--- config.mk ---
export PLATFORM = sky130hd
export DESIGN_NAME = playfair_digraph_cipher
export DESIGN_NICKNAME = d
export VERILOG_FILES = /design/src/hdl/pfc_pkg.sv /design/src/hdl/playfair_digraph_cipher.sv
export SDC_FILE = /design/constraint.sdc
export NUM_CORES = 1
export LEC_CHECK = 0
export BUFFER_PORTS_ARGS = -buffer_cell sky130_fd_sc_hd__buf_2
export CORE_AREA = 2 2 244 150
export DETAILED_ROUTE_END_ITERATION = 10
export DIE_AREA = 0 0 246 152
export PLACE_DENSITY = 0.65
export SYNTH_ARGS = -nofsm -noshare
export SYNTH_HDL_FRONTEND = slang
export SYNTH_SLANG_ARGS = --single-unit
export TNS_END_PERCENT = 30
--- constraint.sdc ---
create_clock -name i_clk -period 9.3 [get_ports i_clk]
set_clock_uncertainty 0.15 [all_clocks]
set_input_delay 1.395 -clock i_clk [delete_from_list [all_inputs] [get_ports i_clk]]
set_output_delay 1.395 -clock i_clk [all_outputs]
set_load 0.01 [all_outputs]
--- src/hdl/pfc_pkg.sv ---
// ---------------------------------------------------------------------------
// pfc_pkg
// Shared types, codes and helpers for the Playfair digraph cipher.
// ---------------------------------------------------------------------------
package pfc_pkg;

    localparam int SQUARE_SIDE = 5;
    localparam int CELL_COUNT  = SQUARE_SIDE * SQUARE_SIDE;
    localparam int LETTERS     = 26;
    localparam int LETTER_W    = 5;
    localparam int COORD_W     = $clog2(SQUARE_SIDE + 1);
    localparam int CELL_W      = $clog2(CELL_COUNT);

    localparam logic [LETTER_W-1:0] LETTER_A = 5'd0;
    localparam logic [LETTER_W-1:0] LETTER_I = 5'd8;
    localparam logic [LETTER_W-1:0] LETTER_J = 5'd9;
    localparam logic [LETTER_W-1:0] LETTER_Z = 5'd25;

    localparam logic [COORD_W-1:0] LAST_COORD = COORD_W'(SQUARE_SIDE - 1);
    localparam logic [COORD_W-1:0] FULL_ROW   = COORD_W'(SQUARE_SIDE);

    typedef enum logic [2:0] {
        OP_CLEAR   = 3'd0,
        OP_KEY     = 3'd1,
        OP_FINISH  = 3'd2,
        OP_ENCRYPT = 3'd3,
        OP_DECRYPT = 3'd4
    } t_op;

    typedef enum logic [1:0] {
        ST_OK      = 2'd0,
        ST_ABSENT  = 2'd1,
        ST_SKIPPED = 2'd2
    } t_status;

    typedef enum logic [8:0] {
        S_IDLE  = 9'b000000001,
        S_FILL  = 9'b000000010,
        S_LOOKA = 9'b000000100,
        S_LOOKB = 9'b000001000,
        S_MAP   = 9'b000010000,
        S_READA = 9'b000100000,
        S_READB = 9'b001000000,
        S_CAPB  = 9'b010000000,
        S_DONE  = 9'b100000000
    } t_state;

    function automatic logic [COORD_W-1:0] shift_coord(input logic [COORD_W-1:0] v,
                                                       input logic dec);
        logic [COORD_W-1:0] r;
        if (!dec) begin
            r = (v == LAST_COORD) ? '0 : v + 1'b1;
        end else begin
            r = (v == '0) ? LAST_COORD : v - 1'b1;
        end
        return r;
    endfunction

    function automatic logic [CELL_W-1:0] cell_addr(input logic [COORD_W-1:0] row,
                                                    input logic [COORD_W-1:0] col);
        return CELL_W'(CELL_W'(row) * CELL_W'(SQUARE_SIDE) + CELL_W'(col));
    endfunction

endpackage

--- src/hdl/playfair_digraph_cipher.sv ---
// ---------------------------------------------------------------------------
// playfair_digraph_cipher
// Playfair key square builder and letter pair encrypt/decrypt engine.
// ---------------------------------------------------------------------------
// Usage:
//   Input channel (i_in_valid / o_in_stall) carries one operation word:
//   clear key, key letter, finish key, encrypt pair or decrypt pair.
//   Output channel (o_out_valid / i_out_stall) returns one result word per
//   input word: two letters and a status.
//   Clear, key letter, repeated finish, error and unused operations go
//   straight to the result; finish first makes a 26-step walk over the
//   alphabet, one letter per cycle; a pair first makes two letter-to-cell
//   lookups and two cell reads, one per cycle on the single read port of
//   each table.
//   One word is in work at a time; o_in_stall is high from acceptance until
//   the result moves to the output register, which may still hold an older
//   word waiting to be taken.
//   While i_out_stall holds a result, the output word stays stable and the
//   block holds the next result until the register frees up.
//   Reset empties the key: no cells filled, only j marked used, key
//   unfinished, output empty.
// ---------------------------------------------------------------------------
module playfair_digraph_cipher (
    input  logic                          i_clk,
    input  logic                          i_rst_n,
    input  logic                          i_in_valid,
    output logic                          o_in_stall,
    input  logic [2:0]                    i_operation,
    input  logic [pfc_pkg::LETTER_W-1:0]  i_first_letter,
    input  logic [pfc_pkg::LETTER_W-1:0]  i_second_letter,
    output logic                          o_out_valid,
    input  logic                          i_out_stall,
    output logic [pfc_pkg::LETTER_W-1:0]  o_out_first,
    output logic [pfc_pkg::LETTER_W-1:0]  o_out_second,
    output logic [1:0]                    o_status
);
    import pfc_pkg::*;

    t_state               r_state, n_state;
    logic [LETTERS-1:0]   r_used, n_used;
    logic [COORD_W-1:0]   r_fill_row, n_fill_row;
    logic [COORD_W-1:0]   r_fill_col, n_fill_col;
    logic                 r_finished, n_finished;
    logic [LETTER_W-1:0]  r_let, n_let;
    logic [LETTER_W-1:0]  r_a, n_a;
    logic [LETTER_W-1:0]  r_b, n_b;
    logic                 r_dec, n_dec;
    logic [COORD_W-1:0]   r_r1, n_r1, r_c1, n_c1, r_r2, n_r2, r_c2, n_c2;
    logic [LETTER_W-1:0]  r_res_first, n_res_first;
    logic [LETTER_W-1:0]  r_res_second, n_res_second;
    logic [1:0]           r_res_status, n_res_status;
    logic                 r_out_valid, n_out_valid;
    logic [LETTER_W-1:0]  r_out_first, n_out_first;
    logic [LETTER_W-1:0]  r_out_second, n_out_second;
    logic [1:0]           r_out_status, n_out_status;

    logic [LETTER_W-1:0]  r_sq [CELL_COUNT];
    logic [2*COORD_W-1:0] r_pos [LETTERS];
    logic [LETTER_W-1:0]  r_sq_rd;
    logic [2*COORD_W-1:0] r_pos_rd;

    logic                 wr_en;
    logic [LETTER_W-1:0]  wr_letter;
    logic [CELL_W-1:0]    sq_rd_addr;
    logic [LETTER_W-1:0]  pos_rd_addr;
    logic                 accept;
    logic                 full;
    logic [LETTER_W-1:0]  ma, mb;
    logic [COORD_W-1:0]   rb, cb;

    assign accept      = i_in_valid && (r_state == S_IDLE);
    assign full        = (r_fill_row == FULL_ROW);
    assign o_in_stall  = (r_state != S_IDLE);
    assign o_out_valid = r_out_valid;
    assign o_out_first = r_out_first;
    assign o_out_second = r_out_second;
    assign o_status    = r_out_status;

    assign ma = (i_operation == OP_ENCRYPT && i_first_letter == LETTER_J) ?
                LETTER_I : i_first_letter;
    assign mb = (i_operation == OP_ENCRYPT && i_second_letter == LETTER_J) ?
                LETTER_I : i_second_letter;
    assign rb = r_pos_rd[2*COORD_W-1:COORD_W];
    assign cb = r_pos_rd[COORD_W-1:0];

    assign sq_rd_addr  = (r_state == S_READA) ? cell_addr(r_r1, r_c1) : cell_addr(r_r2, r_c2);
    assign pos_rd_addr = (r_state == S_LOOKA) ? r_a : r_b;

    always_ff @(posedge i_clk) begin
        if (wr_en) begin
            r_sq[cell_addr(r_fill_row, r_fill_col)] <= wr_letter;
            r_pos[wr_letter]                        <= {r_fill_row, r_fill_col};
        end
        r_sq_rd  <= r_sq[sq_rd_addr];
        r_pos_rd <= r_pos[pos_rd_addr];
    end

    always_comb begin
        n_state      = r_state;
        n_used       = r_used;
        n_fill_row   = r_fill_row;
        n_fill_col   = r_fill_col;
        n_finished   = r_finished;
        n_let        = r_let;
        n_a          = r_a;
        n_b          = r_b;
        n_dec        = r_dec;
        n_r1         = r_r1;
        n_c1         = r_c1;
        n_r2         = r_r2;
        n_c2         = r_c2;
        n_res_first  = r_res_first;
        n_res_second = r_res_second;
        n_res_status = r_res_status;
        n_out_valid  = r_out_valid;
        n_out_first  = r_out_first;
        n_out_second = r_out_second;
        n_out_status = r_out_status;
        wr_en        = 1'b0;
        wr_letter    = i_first_letter;

        if (r_out_valid && !i_out_stall) begin
            n_out_valid = 1'b0;
        end

        case (r_state)
            S_IDLE: begin
                if (accept) begin
                    n_res_first  = '0;
                    n_res_second = '0;
                    n_res_status = ST_OK;
                    n_state      = S_DONE;
                    case (i_operation)
                        OP_CLEAR: begin
                            n_used       = '0;
                            n_used[LETTER_J] = 1'b1;
                            n_fill_row   = '0;
                            n_fill_col   = '0;
                            n_finished   = 1'b0;
                        end
                        OP_KEY: begin
                            if (i_first_letter > LETTER_Z || r_finished || full ||
                                r_used[i_first_letter]) begin
                                n_res_status = ST_SKIPPED;
                            end else begin
                                wr_en = 1'b1;
                                n_used[i_first_letter] = 1'b1;
                                if (r_fill_col == LAST_COORD) begin
                                    n_fill_col = '0;
                                    n_fill_row = r_fill_row + 1'b1;
                                end else begin
                                    n_fill_col = r_fill_col + 1'b1;
                                end
                            end
                        end
                        OP_FINISH: begin
                            if (!r_finished) begin
                                n_let   = LETTER_A;
                                n_state = S_FILL;
                            end
                        end
                        OP_ENCRYPT, OP_DECRYPT: begin
                            if (!r_finished || ma > LETTER_Z || mb > LETTER_Z ||
                                ma == LETTER_J || mb == LETTER_J) begin
                                n_res_status = ST_ABSENT;
                            end else begin
                                n_a     = ma;
                                n_b     = mb;
                                n_dec   = (i_operation == OP_DECRYPT);
                                n_state = S_LOOKA;
                            end
                        end
                        default: begin
                        end
                    endcase
                end
            end
            S_FILL: begin
                wr_letter = r_let;
                if (!r_used[r_let[LETTER_W-1:0]] && !full) begin
                    wr_en = 1'b1;
                    n_used[r_let] = 1'b1;
                    if (r_fill_col == LAST_COORD) begin
                        n_fill_col = '0;
                        n_fill_row = r_fill_row + 1'b1;
                    end else begin
                        n_fill_col = r_fill_col + 1'b1;
                    end
                end
                if (r_let == LETTER_Z) begin
                    n_finished = 1'b1;
                    n_state    = S_DONE;
                end else begin
                    n_let = r_let + 1'b1;
                end
            end
            S_LOOKA: begin
                n_state = S_LOOKB;
            end
            S_LOOKB: begin
                n_r1    = r_pos_rd[2*COORD_W-1:COORD_W];
                n_c1    = r_pos_rd[COORD_W-1:0];
                n_state = S_MAP;
            end
            S_MAP: begin
                if (r_r1 == rb) begin
                    n_c1 = shift_coord(r_c1, r_dec);
                    n_c2 = shift_coord(cb, r_dec);
                    n_r2 = rb;
                end else if (r_c1 == cb) begin
                    n_r1 = shift_coord(r_r1, r_dec);
                    n_r2 = shift_coord(rb, r_dec);
                    n_c2 = cb;
                end else begin
                    n_c1 = cb;
                    n_c2 = r_c1;
                    n_r2 = rb;
                end
                n_state = S_READA;
            end
            S_READA: begin
                n_state = S_READB;
            end
            S_READB: begin
                n_res_first = r_sq_rd;
                n_state     = S_CAPB;
            end
            S_CAPB: begin
                n_res_second = r_sq_rd;
                n_state      = S_DONE;
            end
            S_DONE: begin
                if (!r_out_valid || !i_out_stall) begin
                    n_out_valid  = 1'b1;
                    n_out_first  = r_res_first;
                    n_out_second = r_res_second;
                    n_out_status = r_res_status;
                    n_state      = S_IDLE;
                end
            end
            default: begin
                n_state = S_IDLE;
            end
        endcase
    end

    always_ff @(posedge i_clk) begin
        if (!i_rst_n) begin
            r_state          <= S_IDLE;
            r_used           <= LETTERS'(1) << LETTER_J;
            r_fill_row       <= '0;
            r_fill_col       <= '0;
            r_finished       <= 1'b0;
            r_out_valid      <= 1'b0;
        end else begin
            r_state     <= n_state;
            r_used      <= n_used;
            r_fill_row  <= n_fill_row;
            r_fill_col  <= n_fill_col;
            r_finished  <= n_finished;
            r_out_valid <= n_out_valid;
        end
    end

    always_ff @(posedge i_clk) begin
        r_let        <= n_let;
        r_a          <= n_a;
        r_b          <= n_b;
        r_dec        <= n_dec;
        r_r1         <= n_r1;
        r_c1         <= n_c1;
        r_r2         <= n_r2;
        r_c2         <= n_c2;
        r_res_first  <= n_res_first;
        r_res_second <= n_res_second;
        r_res_status <= n_res_status;
        r_out_first  <= n_out_first;
        r_out_second <= n_out_second;
        r_out_status <= n_out_status;
    end

endmodule

=== Word level (Yosys, flattened, before mapping) ===
Memory sizes are Yosys's and may differ from the RTL's. A register that Yosys moved wholly into a read port is not among the register bits.
Cells that the tools add are included.

* Add/sub/neg operators: 14
* Multipliers: 3
* Magnitude comparators: 7
* Eq/ne operators: 40
* Mux-type cells: 84
* Bitwise gates (word level): 3
* Reduce and logical (&&, ||, !) cells: 41

{| class="wikitable"
|+ Operators with widths
! operator !! number
|-
| one-hot mux 26 bit (2 select lines) || 2
|-
| 2-to-1 mux 3 bit || 28
|-
| one-hot mux 9 bit (9 select lines) || 1
|-
| 2-to-1 mux 26 bit || 3
|-
| bitwise OR 26 bit || 2
|-
| 2-to-1 mux 5 bit || 10
|-
| 2-to-1 mux 9 bit || 5
|-
| one-hot mux 3 bit (2 select lines) || 6
|-
| one-hot mux 5 bit (2 select lines) || 3
|-
| == test 3 bit, second input constant || 7
|-
| == test 5 x 4 -> 1 bit, second input constant || 4
|-
| adder 3 x 1 -> 3 bit, second input constant || 6
|-
| one-hot mux 9 bit (2 select lines) || 1
|-
| 2-to-1 mux 1 bit || 17
|-
| inequality test 2 bit, second input constant || 8
|-
| adder 5 x 3 -> 5 bit || 3
|-
| greater-than comparator 5 bit, second input constant || 3
|-
| logical NOT 3 bit || 5
|-
| multiplier 3 x 3 -> 5 bit, second input constant || 3
|-
| < comparator 5 x 6 -> 1 bit, second input constant || 2
|-
| subtractor 3 x 1 -> 3 bit, second input constant || 4
|-
| binary-select mux 1 bit (select 5 bit) || 2
|-
| demux 1 bit (select 5 bit) || 2
|-
| greater-or-equal comparator 5 x 1 -> 1 bit, second input constant || 2
|-
| 31 further kinds || 63
|}

* Register bits after elaboration: 95
* RAM bits: 281
* Input port bits: 17
* Logic and storage cells: 214
* Memories kept: 2

{| class="wikitable"
|+ Memories
! name !! words !! bits a word !! read ports !! clocked after Yosys merged registers in !! wr ports !! line !! source
|-
| r_pos || 26 || 6 || 1 || 1 || 1 || playfair_digraph_cipher.sv:58 || <nowiki>logic [2*COORD_W-1:0] r_pos [LETTERS];</nowiki>
|-
| r_sq || 25 || 5 || 1 || 1 || 1 || playfair_digraph_cipher.sv:57 || <nowiki>logic [LETTER_W-1:0] r_sq [CELL_COUNT];</nowiki>
|}

=== Logic depth before layout (Yosys ltp) ===
Gate-level depths: netlist of the first run.

* Word-level depth: 12
* Mapped depth: 11
* Gate-level depth less buffers: 10

=== Worst setup path before layout of the first run ===
No wires, ideal clock.

* Path type: input to register
* From: input port i_first_letter[0] in the netlist's numbering
* To: memory r_pos[11][0] in the netlist's numbering (enable)
* Library setup time: 0.386 ns
* Data arrival time: 3.926 ns
* Data required time: 8.764 ns
* Path slack: 4.838 ns
* Stages: 9
* Cell sequence: clkbuf_1 -> mux4_2 -> nand2_1 -> o2111a_1 -> a31oi_1 -> o21ai_0 -> nand2_1 -> clkbuf_1 -> nor4_1

* Cells in the longest elaborated chain, start to end: 10
* Elaborated cells between the ends (all ways): 13
* Classes of those cells: 1 x order compare; 9 x mux; 3 x reduce/logical

{| class="wikitable"
|+ RTL lines
! what !! line !! source
|-
| start, declared || playfair_digraph_cipher.sv:29 || <nowiki>input logic [pfc_pkg::LETTER_W-1:0] i_first_letter,</nowiki>
|-
| branches (longest 10 deep; another with binary-select mux 1 bit (select 5 bit)) || -- ||
|-
| end, declared || playfair_digraph_cipher.sv:58 ||
|}

Several ways; the timed one is not identified. The select of a mux whose other input is x is not followed.

=== Worst setup path after layout of the first run ===
* From: register r_state[8]
* To: memory r_pos[16][1] in the netlist's numbering (enable)

* Elaborated cells between the ends (all ways): 8
* Classes of those cells: 2 x eq/ne; 5 x mux; 1 x reduce/logical

{| class="wikitable"
|+ RTL lines
! what !! line !! source
|-
| start, declared || playfair_digraph_cipher.sv:39 || <nowiki>t_state r_state, n_state;</nowiki>
|-
| start signal, assigned || playfair_digraph_cipher.sv:256 || <nowiki>r_state <= n_state;</nowiki>
|-
| == test 9 x 2 -> 1 bit || playfair_digraph_cipher.sv:126 || <nowiki>case (r_state)</nowiki>
|-
| 2-to-1 mux 5 bit || playfair_digraph_cipher.sv:126 ||
|-
| named net wr_letter[4] || playfair_digraph_cipher.sv:63 || <nowiki>logic [LETTER_W-1:0] wr_letter;</nowiki>
|}

The timed path passes the listed nets, and every way through them passes these cells.

==> flow_summary.json, run 1 <==
{
  "worst_setup_path_end_kind": "flip-flop",
  "synth_fa_ha_area_frac": 0.0381,
  "dieArea_um2": 37400,
  "numPlacedInstances": 1873,
  "power.density_nw_per_um2": 178,
  "fraction_of_synthesized_cell_area_in_xor_and_xnor_cells": 0.0111,
  "cells_after_synth": 1420,
  "post_cts_buffers": 0,
  "timing_hold_violations_final": 0,
  "synth_top_family_by_area": "simple AND/OR/NAND/NOR gates",
  "synthMostInstantiatedCell": "sky130_fd_sc_hd__edfxtp_1",
  "synth_seq_area_share": 0.638,
  "postSynthAreaPerCell_um2": 12.2,
  "maxClockFrequency_mhz": 209,
  "cts.hold.buffers_added": 0,
  "critPathMaxFanout": 27,
  "grt_start_max_net_pins": 77,
  "starting_density_of_the_core": 0.489,
  "syn_to_final_growth_pct": 10.1,
  "critical_path_buf_inv_count": 2,
  "rsz0062_at_grt": "false",
  "internal_power_mw": 2.67,
  "largest_cells_by_area_after_synthesis": "sky130_fd_sc_hd__edfxtp_1, sky130_fd_sc_hd__dfxtp_1, sky130_fd_sc_hd__nand2_1",
  "setup_viol_count_final": 0,
  "cpPeakStageDelay_ns": 0.98,
  "gp_routability_congestion": 0.947,
  "max_slew.worst_pin.slew_ns": 1.28,
  "slowest_stage": "sky130_fd_sc_hd__nor4_1",
  "clock_tree.htree_level_count": 2,
  "root_buffer": "sky130_fd_sc_hd__clkbuf_16",
  "hpwl_um": 29300,
  "power.combinational.fraction": 0.031,
  "die_h_um": 152,
  "dp_worst_setup_slack_ns": 4.06,
  "synth_top_area_cell": "sky130_fd_sc_hd__edfxtp_1",
  "netlist-cell-type-count": 65,
  "grt_overflow": 0,
  "most_used_flip_flop_cell_after_synthesis": "sky130_fd_sc_hd__edfxtp_1",
  "via_count_of_the_first_global_routing_pass": 11030,
  "dr.first_iter.drc_count": 1644,
  "synth_fp_nets": 1488,
  "cts_tree": "yes",
  "total_power_mw": 3.41,
  "filler_free_cell_count_of_the_finished_design": 1943,
  "synth-seq-cells": 387,
  "final_worst_path_period_need_ns": 4.78,
  "status": "finished, final reports clean",
  "tritoncts_num_sinks": 387,
  "detail_route.vias_per_cell": 6.06,
  "power.ir.vdd_worst_mv": 0.152,
  "clockBufferDepth": 3,
  "via_count": 11770,
  "yosys-top-cells-count": "sky130_fd_sc_hd__edfxtp_1, sky130_fd_sc_hd__nand2_1, sky130_fd_sc_hd__nand3_1",
  "placeable_core_area_um2": 35500,
  "ys_async_sr_fraction": 0,
  "routed_wire_length_per_instance_um": 22.9,
  "maxCapViolations": 0,
  "cts_buffer_count": 37,
  "netSwitchingFraction": 0.216,
  "seq_power_share": 0.555,
  "synth_compound_area_frac": 0.0766,
  "num-fill-cells": 2992,
  "detailedRoute.firstPassIterationCount": 6,
  "slew_violations": 0,
  "layout-drive-gt1-share": 0.0941,
  "clkLatencyLatePin_ns": 0.55,
  "crit_type": "flip-flop to flip-flop",
  "final_min_period_over_clock_period": 0.513,
  "drcViolationCount": 0,
  "finalWorstSetupSlack_ns": 4.52,
  "max_slew_margin_vs_limit": 0.140,
  "critical-path-top-delay-family": "simple AND/OR/NAND/NOR gates",
  "cpMostUsedCell": "sky130_fd_sc_hd__nand2_1",
  "finalHoldWorstSlack_ns": 0.267,
  "clock_power_share": 0.414,
  "port-buffer-count": 30,
  "floorplan.rows": 54,
  "gr-usage-all-layers": 0.239,
  "worstHoldPathType": "flip-flop to flip-flop",
  "cp.arrival_ns": 4.80,
  "final.setup.tns_ns": 0,
  "post_cts_resize_count": 0,
  "number_of_synthesized_flops_with_an_enable_pin": 333,
  "critPathLaunchType": "flip-flop",
  "routed_wl_um": 44500,
  "area.sequential_um2": 11100,
  "multiInputGateArea_um2": 5850,
  "dieWidth_um": 246,
  "synthSimpleGateAreaFrac": 0.154,
  "grt_first_pass_wirelength_um": 68100,
  "power.leakage_nw": 6.64,
  "yosysTopAreaCellShare": 0.576,
  "worst-endpoint-required_ns": 9.32,
  "synth_area_um2": 17400,
  "antenna_found_initial": 1,
  "postRouteAntennaNets": 0,
  "finalNetCount": 1506,
  "crit_chain": "or4_4 -> nor4_2 -> buf_4 -> nand2_1 -> and2_1 -> inv_1 -> nand2_1 -> nor4_1 -> nor2b_1",
  "yosys-mux-area-fraction": 0.0538,
  "floorplan.io_pins": 31,
  "clkTransAtPathRegs_ns": 0.07,
  "ys.warnings.count": 0,
  "sw_pwr_mw": 0.737
}
## layout by cell type, fill, tap and decap left out, drive strengths merged, types with 15 or more instances in the layout
master	instances
a21oi	30
a22oi	15
a31oi	21
a32oi	29
and2	15
buf	56
clkbuf	51
clkinv	15
dfxtp	54
edfxtp	333
ha	48
inv	40
mux2i	73
nand2	262
nand3	77
nand4	26
nor2	53
nor2b	15
nor3	28
nor4	29
o21ai	50
## layout make-up
| class | count | area share |
|---|---|---|
| Clock inverter | 18 | 0.00471 |
| Multi-Input combinational cell | 916 | 0.306 |
| Timing Repair Buffer | 58 | 0.0186 |
| Tap cell | 476 | 0.0312 |
| Inverter | 38 | 0.00746 |
| Sequential cell | 387 | 0.580 |
| Antenna cell | 1 | 0.000131 |
| Clock buffer | 49 | 0.0524 |
## flip-flops by register name, indices dropped and copies added, names as in the netlist, 5 cells and up
| register | count |
|---|---|
| r_a | 5 |
| r_sq_rd | 5 |
| r_pos | 156 |
| r_res_first | 5 |
| r_pos_rd | 6 |
| r_b | 5 |
| r_let | 5 |
| r_res_second | 5 |
| o_out_first | 5 |
| o_out_second | 5 |
| r_sq | 125 |
| r_state | 9 |
| r_used | 26 |
## worst register-to-register path: stages (launching register included)
cell	delay (ns)
sky130_fd_sc_hd__dfxtp_1	0.36
sky130_fd_sc_hd__or4_4	0.57
sky130_fd_sc_hd__nor4_2	0.27
sky130_fd_sc_hd__buf_4	0.28
sky130_fd_sc_hd__nand2_1	0.11
sky130_fd_sc_hd__and2_1	0.19
sky130_fd_sc_hd__inv_1	0.72
sky130_fd_sc_hd__nand2_1	0.25
sky130_fd_sc_hd__nor4_1	0.98
sky130_fd_sc_hd__nor2b_1	0.54
## through the flow
step / cell area (um^2) / utilization
2_1_floorplan: 17400 / -
3_3_place_gp: 18000 / 0.508
3_5_place_dp: 18000 / 0.508
4_1_cts: 19100 / 0.538
5_1_grt: 19100 / 0.539
6_report: 19100 / 0.539
## kinds of logic (layout without fill, tap and decap cells)
logic type	after synthesis	after routing
AO/OA/AOI/OAI	194	194
XOR/XNOR	22	22
adder cells (fa/ha/maj)	51	51
buffers and inverters	117	163
flip-flops	387	387
multiplexers	84	84
other	0	1
AND/OR/NAND/NOR	565	565
## final timing paths
path	from	to	slack, ns	cells past startpoint
setup / recovery	r_state[8]$_SDFFE_PN0P_	r_pos[16][1]$_DFFE_PP_	4.52	9
hold / removal	r_res_status[0]$_DFFE_PP_	o_status[0]$_DFFE_PP_	0.27	0
setup reg to reg	r_state[8]$_SDFFE_PN0P_	r_pos[16][1]$_DFFE_PP_	4.52	9
hold reg to reg	r_res_status[0]$_DFFE_PP_	o_status[0]$_DFFE_PP_	0.27	0
## layer usage
metal,vias up,part of all wire,global-route usage
li1,5348,-,-
met1,5744,0.47,0.391
met2,619,0.40,0.313
met3,59,0.11,0.0613
met4,0,0.015,0.0531
met5,-,0,0
## power groups by stage
stage / logic (mW) / clock network [mW] / registers, mW
after global placement: 0.100 / 0 / 1.93
after detailed placement: 0.102 / 0 / 1.93
final: 0.104 / 1.41 / 1.89
after CTS: 0.102 / 1.44 / 1.89
after global routing: 0.112 / 1.51 / 1.89
after floorplan: 0.0615 / 0 / 1.93
(Power assumes the default switching activity.)
==> inputs of run 2 (changes only) <==
PLACE_DENSITY = 0.68   (was 0.65)
clock period = 4.35 ns   (was 9.3 ns; I/O delays follow)
==> run 2 against run 1 <==
  * Flip-flop and latch count unchanged
  * Die area stayed put
  * Global-route usage is 0.29 points lower
  * Critical path type unchanged
  * Highest routed layer unchanged
==> flow_summary.json, run 2 (synthesis gave the netlist of run 1 again) <==
{
  "status": "finished, final reports clean",
  "crit_type": "flip-flop to flip-flop",
  "grt_first_pass_wirelength_um": 67300,
  "finalHoldWorstSlack_ns": 0.191,
  "cts_tree": "yes",
  "min-delay-start": "i_second_letter[2]",
  "cp.arrival_ns": 4.18,
  "floorplan.rows": 54,
  "layout_common_cells": "sky130_fd_sc_hd__edfxtp_1, sky130_fd_sc_hd__nand2_1, sky130_fd_sc_hd__nand3_1, sky130_fd_sc_hd__buf_4, sky130_fd_sc_hd__mux2i_1",
  "port-buffer-count": 30,
  "via_count": 12033,
  "total_power_mw": 7.35,
  "num-fill-cells": 2949,
  "multiInputGateArea_um2": 5830,
  "critPathMaxFanout": 15,
  "starting_density_of_the_core": 0.489,
  "power.leakage_nw": 6.91,
  "placeable_core_area_um2": 35500,
  "routed_wire_length_per_instance_um": 22.2,
  "cts_buffer_count": 36,
  "syn_to_final_growth_pct": 12.4,
  "die_h_um": 152,
  "final_cell_area_um2": 19500,
  "final_min_period_over_clock_period": 0.899,
  "critical-path-top-delay-family": "simple AND/OR/NAND/NOR gates",
  "routed_wl_um": 44000,
  "dpl_cell_area_um2": 18400,
  "grt_overflow": 0,
  "detailedRoute.firstPassIterationCount": 9,
  "setup_viol_count_final": 0,
  "reg.largest.list": "r_pos x156, r_sq x125, r_used x26",
  "tritoncts_num_sinks": 387,
  "clock_tree.htree_level_count": 2,
  "area.sequential_um2": 11100,
  "ff2ff_setup_slack_ns": 0.44,
  "finalWorstSetupSlack_ns": 0.439,
  "postRouteAntennaNets": 0,
  "critical_path_buf_inv_count": 1,
  "timing_hold_violations_final": 0,
  "dp_worst_setup_slack_ns": 0.314,
  "final_worst_path_period_need_ns": 3.91,
  "dr.first_iter.drc_count": 1670,
  "worst_setup_path_end_kind": "flip-flop",
  "worstHoldEndpoint": "r_b[2]$_DFFE_PP_",
  "reg2reg_depth": 8,
  "gp_routability_congestion": 0.896,
  "worst_hold_path.num_cells": 1,
  "rsz0062_at_grt": "false",
  "count_of_inserted_antenna_diode_cells": 0,
  "grt_start_max_net_pins": 42,
  "final_common_cell": "sky130_fd_sc_hd__edfxtp_1",
  "gr-usage-all-layers": 0.236,
  "drcViolationCount": 0,
  "clkLatencyLatePin_ns": 0.54,
  "antenna_found_initial": 0,
  "flip_flop_count_of_the_largest_register_after_layout": 156,
  "layout-drive-gt1-share": 0.122,
  "floorplan.io_pins": 31,
  "via_count_of_the_first_global_routing_pass": 11196,
  "root_buffer": "sky130_fd_sc_hd__clkbuf_16",
  "max_slew_margin_vs_limit": 0.271,
  "crit_chain": "or4_4 -> or4_1 -> mux2i_4 -> buf_12 -> nand2_1 -> a32oi_1 -> a31oi_1 -> o211ai_1",
  "maxCapViolations": 0,
  "post_cts_buffers": 0,
  "regMostFlops": "r_pos",
  "worstHoldPathType": "primary input to flip-flop",
  "worst-endpoint-required_ns": 4.62,
  "finalNetCount": 1551,
  "r2r_end": "r_pos_rd[3]$_DFF_P_",
  "cpPeakStageDelay_ns": 0.87,
  "dieArea_um2": 37400,
  "power.density_nw_per_um2": 377,
  "clkTransAtPathRegs_ns": 0.07,
  "post_cts_resize_count": 0,
  "maxClockFrequency_mhz": 256,
  "final.setup.tns_ns": 0,
  "dieWidth_um": 246,
  "detail_route.vias_per_cell": 6.07,
  "cts.hold.buffers_added": 0,
  "hpwl_um": 30300,
  "slew_violations": 0,
  "power.ir.vdd_worst_mv": 0.230,
  "max_slew.worst_pin.slew_ns": 1.09,
  "clockBufferDepth": 3,
  "slowest_stage": "sky130_fd_sc_hd__or4_1",
  "critPathLaunchType": "flip-flop",
  "crit-reg2reg-launch": "r_state[8]$_SDFFE_PN0P_"
}
==> run 2: layout make-up <==
class | instances | share of cell area
sequential | 387 | 0.568
multi-input combinational | 916 | 0.299
clock buffer | 51 | 0.0532
timing repair buffer | 104 | 0.0375
tap | 476 | 0.0305
inverter | 38 | 0.00731
clock inverter | 12 | 0.00475
==> run 2: worst max path at each step <==
stage / to / start / cells after the start
floorplan: r_pos[11][0]$_DFFE_PP_ / i_first_letter[0] / 9
global placement: r_pos[19][0]$_DFFE_PP_ / i_first_letter[0] / 8
detailed placement: r_pos[19][0]$_DFFE_PP_ / i_first_letter[0] / 8
CTS: r_pos[19][1]$_DFFE_PP_ / r_state[8]$_SDFFE_PN0P_ / 7
global route: r_pos_rd[0]$_DFF_P_ / r_state[8]$_SDFFE_PN0P_ / 7
finish: r_pos_rd[3]$_DFF_P_ / r_state[8]$_SDFFE_PN0P_ / 8
==> run 2: report_power, final <==
part	switching, mW	internal, mW	leakage [nW]
Clock	1.34	1.73	0.558
Combinational	0.164	0.0646	3.03
Sequential	0.0162	4.03	3.32
==> run 2: stage by stage <==
stage               utilization  cells
finish                    0.550   1984
global route              0.550   1984
CTS                       0.550   1984
detailed placement        0.518   1921
global placement          0.518   1921
floorplan                     -   1420
==> run 2: layer usage <==
| metal | GRT usage | wire length, um | vias to the layer above |
|---|---|---|---|
| met1 | 0.384 | 20100 | 5863 |
| met5 | 0 | 0 | - |
| li1 | - | - | 5444 |
| met3 | 0.0664 | 5580 | 64 |
| met2 | 0.309 | 17600 | 662 |
| met4 | 0.0499 | 728 | 0 |
==> inputs of run 3 (changes only) <==
--- a/constraint.sdc
+++ b/constraint.sdc
@@ -3,3 +3,3 @@
 set_input_delay 0.6525 -clock i_clk [delete_from_list [all_inputs] [get_ports i_clk]]
 set_output_delay 0.6525 -clock i_clk [all_outputs]
-set_load 0.01 [all_outputs]
+set_load 0.1 [all_outputs]
==> run 3 against run 2 <==
  * Via count increased by 0.50%
  * Worst setup slack improved by 0.038 ns
  * Non-clock buffer count increased by 2
  * Power increased by 2.3%
  * Critical endpoint is now r_pos_rd[4]$_DFF_P_
  * Sequential share of layout area decreased by 0.16 points
  * Wire length decreased by 0.22%
  * Flip-flop and latch count unchanged
  * Largest power group unchanged
  * Die area unchanged
  * Fmax increased by 0.98%
  * Final cell count increased by 0.35%
  * Highest routed layer unchanged
  * Clock power increased by 4%
==> flow_summary.json, run 3 (synthesis gave the netlist of run 1 again) <==
{
  "status": "finished, final reports clean",
  "finalNetCount": 1555,
  "critPathLaunchType": "flip-flop",
  "timing_hold_violations_final": 0,
  "final_min_period_over_clock_period": 0.890,
  "crit_chain": "or4_4 -> or4_1 -> mux2_2 -> buf_4 -> nand2_1 -> a21oi_1 -> a31oi_1 -> o221ai_1",
  "hpwl_um": 30000,
  "cpPeakStageDelay_ns": 0.77,
  "detail_route.vias_per_cell": 6.07,
  "critPathMaxFanout": 29,
  "gp_routability_congestion": 0.922,
  "routed_wire_length_per_instance_um": 22.1,
  "maxCapViolations": 0,
  "clkLatencyLatePin_ns": 0.55,
  "rsz0062_at_grt": "false",
  "postRouteAntennaNets": 0,
  "clkTransAtPathRegs_ns": 0.06,
  "post_cts_buffers": 0,
  "antenna_found_initial": 0,
  "total_power_mw": 7.52,
  "critical-path-top-delay-family": "simple AND/OR/NAND/NOR gates",
  "starting_density_of_the_core": 0.489,
  "reg2reg_depth": 8,
  "die_h_um": 152,
  "cts.hold.buffers_added": 0,
  "cp.arrival_ns": 4.11,
  "drcViolationCount": 0,
  "root_buffer": "sky130_fd_sc_hd__clkbuf_16",
  "final_cell_area_um2": 19600,
  "multiInputGateArea_um2": 5830,
  "cts_buffer_count": 38,
  "maxClockFrequency_mhz": 258,
  "max_slew.worst_pin.slew_ns": 0.968,
  "setup_viol_count_final": 0,
  "filler_free_cell_count_of_the_finished_design": 1991,
  "critical_path_buf_inv_count": 1,
  "count_of_inserted_antenna_diode_cells": 0,
  "power.density_nw_per_um2": 384,
  "final_worst_path_period_need_ns": 3.87,
  "layout-drive-gt1-share": 0.122,
  "grt_first_pass_wirelength_um": 67200,
  "ff2ff_setup_slack_ns": 0.48,
  "port-buffer-count": 30,
  "dieArea_um2": 37400,
  "worstHoldPathType": "primary input to flip-flop",
  "floorplan.io_pins": 31,
  "slowest_stage": "sky130_fd_sc_hd__mux2_2",
  "dieWidth_um": 246,
  "grt_overflow": 0,
  "detailedRoute.firstPassIterationCount": 5,
  "regMostFlops": "r_pos",
  "clockBufferDepth": 3,
  "finalHoldWorstSlack_ns": 0.170,
  "tritoncts_num_sinks": 387,
  "grt_start_max_net_pins": 77,
  "cts_tree": "yes",
  "power.ir.vdd_worst_mv": 0.293,
  "dr.first_iter.drc_count": 1599,
  "power.leakage_nw": 6.93,
  "dpl_cell_area_um2": 18400,
  "final_core_utilization": 0.551,
  "gr-usage-all-layers": 0.235,
  "post_cts_resize_count": 0,
  "slew_violations": 0,
  "final_common_cell": "sky130_fd_sc_hd__edfxtp_1",
  "area.sequential_um2": 11100,
  "worst_setup_path_end_kind": "flip-flop",
  "num-fill-cells": 2931,
  "via_count_of_the_first_global_routing_pass": 11205,
  "max_slew_margin_vs_limit": 0.349,
  "syn_to_final_growth_pct": 12.7,
  "clock_tree.htree_level_count": 2,
  "via_count": 12093,
  "numPlacedInstances": 1923,
  "routed_wl_um": 43900,
  "layout_common_cells": "sky130_fd_sc_hd__edfxtp_1, sky130_fd_sc_hd__nand2_1, sky130_fd_sc_hd__nand3_1, sky130_fd_sc_hd__buf_4, sky130_fd_sc_hd__mux2i_1",
  "worst-endpoint-required_ns": 4.59,
  "instance_count_on_the_critical_path": 8,
  "worst_hold_path.num_cells": 1,
  "floorplan.rows": 54,
  "placeable_core_area_um2": 35500,
  "reg.largest.list": "r_pos x156, r_sq x125, r_used x26",
  "flip_flop_count_of_the_largest_register_after_layout": 156,
  "crit_type": "flip-flop to flip-flop"
}
run 3: changes by cell type in the layout (fill, tap and decap cells not counted), sizes merged:
cell / previous run / this run
clkinv: 8 / 15
clkbuf: 51 / 49
inv: 40 / 39
bufinv: 1 / 2
buf: 104 / 106
run 3: worst paths after layout:
path | startpoint | endpoint
setup / recovery | r_state[8]$_SDFFE_PN0P_ | r_pos_rd[4]$_DFF_P_
hold / removal | i_second_letter[2] | r_b[2]$_DFFE_PP_
hold reg to reg | r_res_second[2]$_SDFFCE_PN0P_ | o_out_second[2]$_DFFE_PP_
setup reg to reg | r_state[8]$_SDFFE_PN0P_ | r_pos_rd[4]$_DFF_P_
run 3: stage by stage:
stage          worst slack, ns  TNS [ns]
2_1_floorplan           -0.195    -12.52
3_3_place_gp             0.481         0
3_5_place_dp             0.380         0
4_1_cts                  0.554         0
5_1_grt                  0.407         0
6_report                 0.477         0
run 3: cell type report:
type,count,share of cell area
sequential,387,0.566
clock inverter,19,0.00864
clock buffer,49,0.0518
tap,476,0.0304
inverter,38,0.00729
timing repair buffer,106,0.0375
multi-input combinational,916,0.298
run 3: where the power goes:
part           leakage (nW)  switching, mW  internal, mW
sequential             3.32         0.0173          4.03
combinational          3.03          0.219        0.0689
clock                 0.577           1.40          1.78
total                  6.93           1.64          5.88
run 3: layer usage:
| metal | vias up | wire length (um) | GRT usage |
|---|---|---|---|
| met3 | 59 | 5020 | 0.0565 |
| met2 | 659 | 17600 | 0.311 |
| met4 | 0 | 831 | 0.0548 |
| met5 | - | 0 | 0 |
| li1 | 5446 | - | - |
| met1 | 5929 | 20500 | 0.385 |
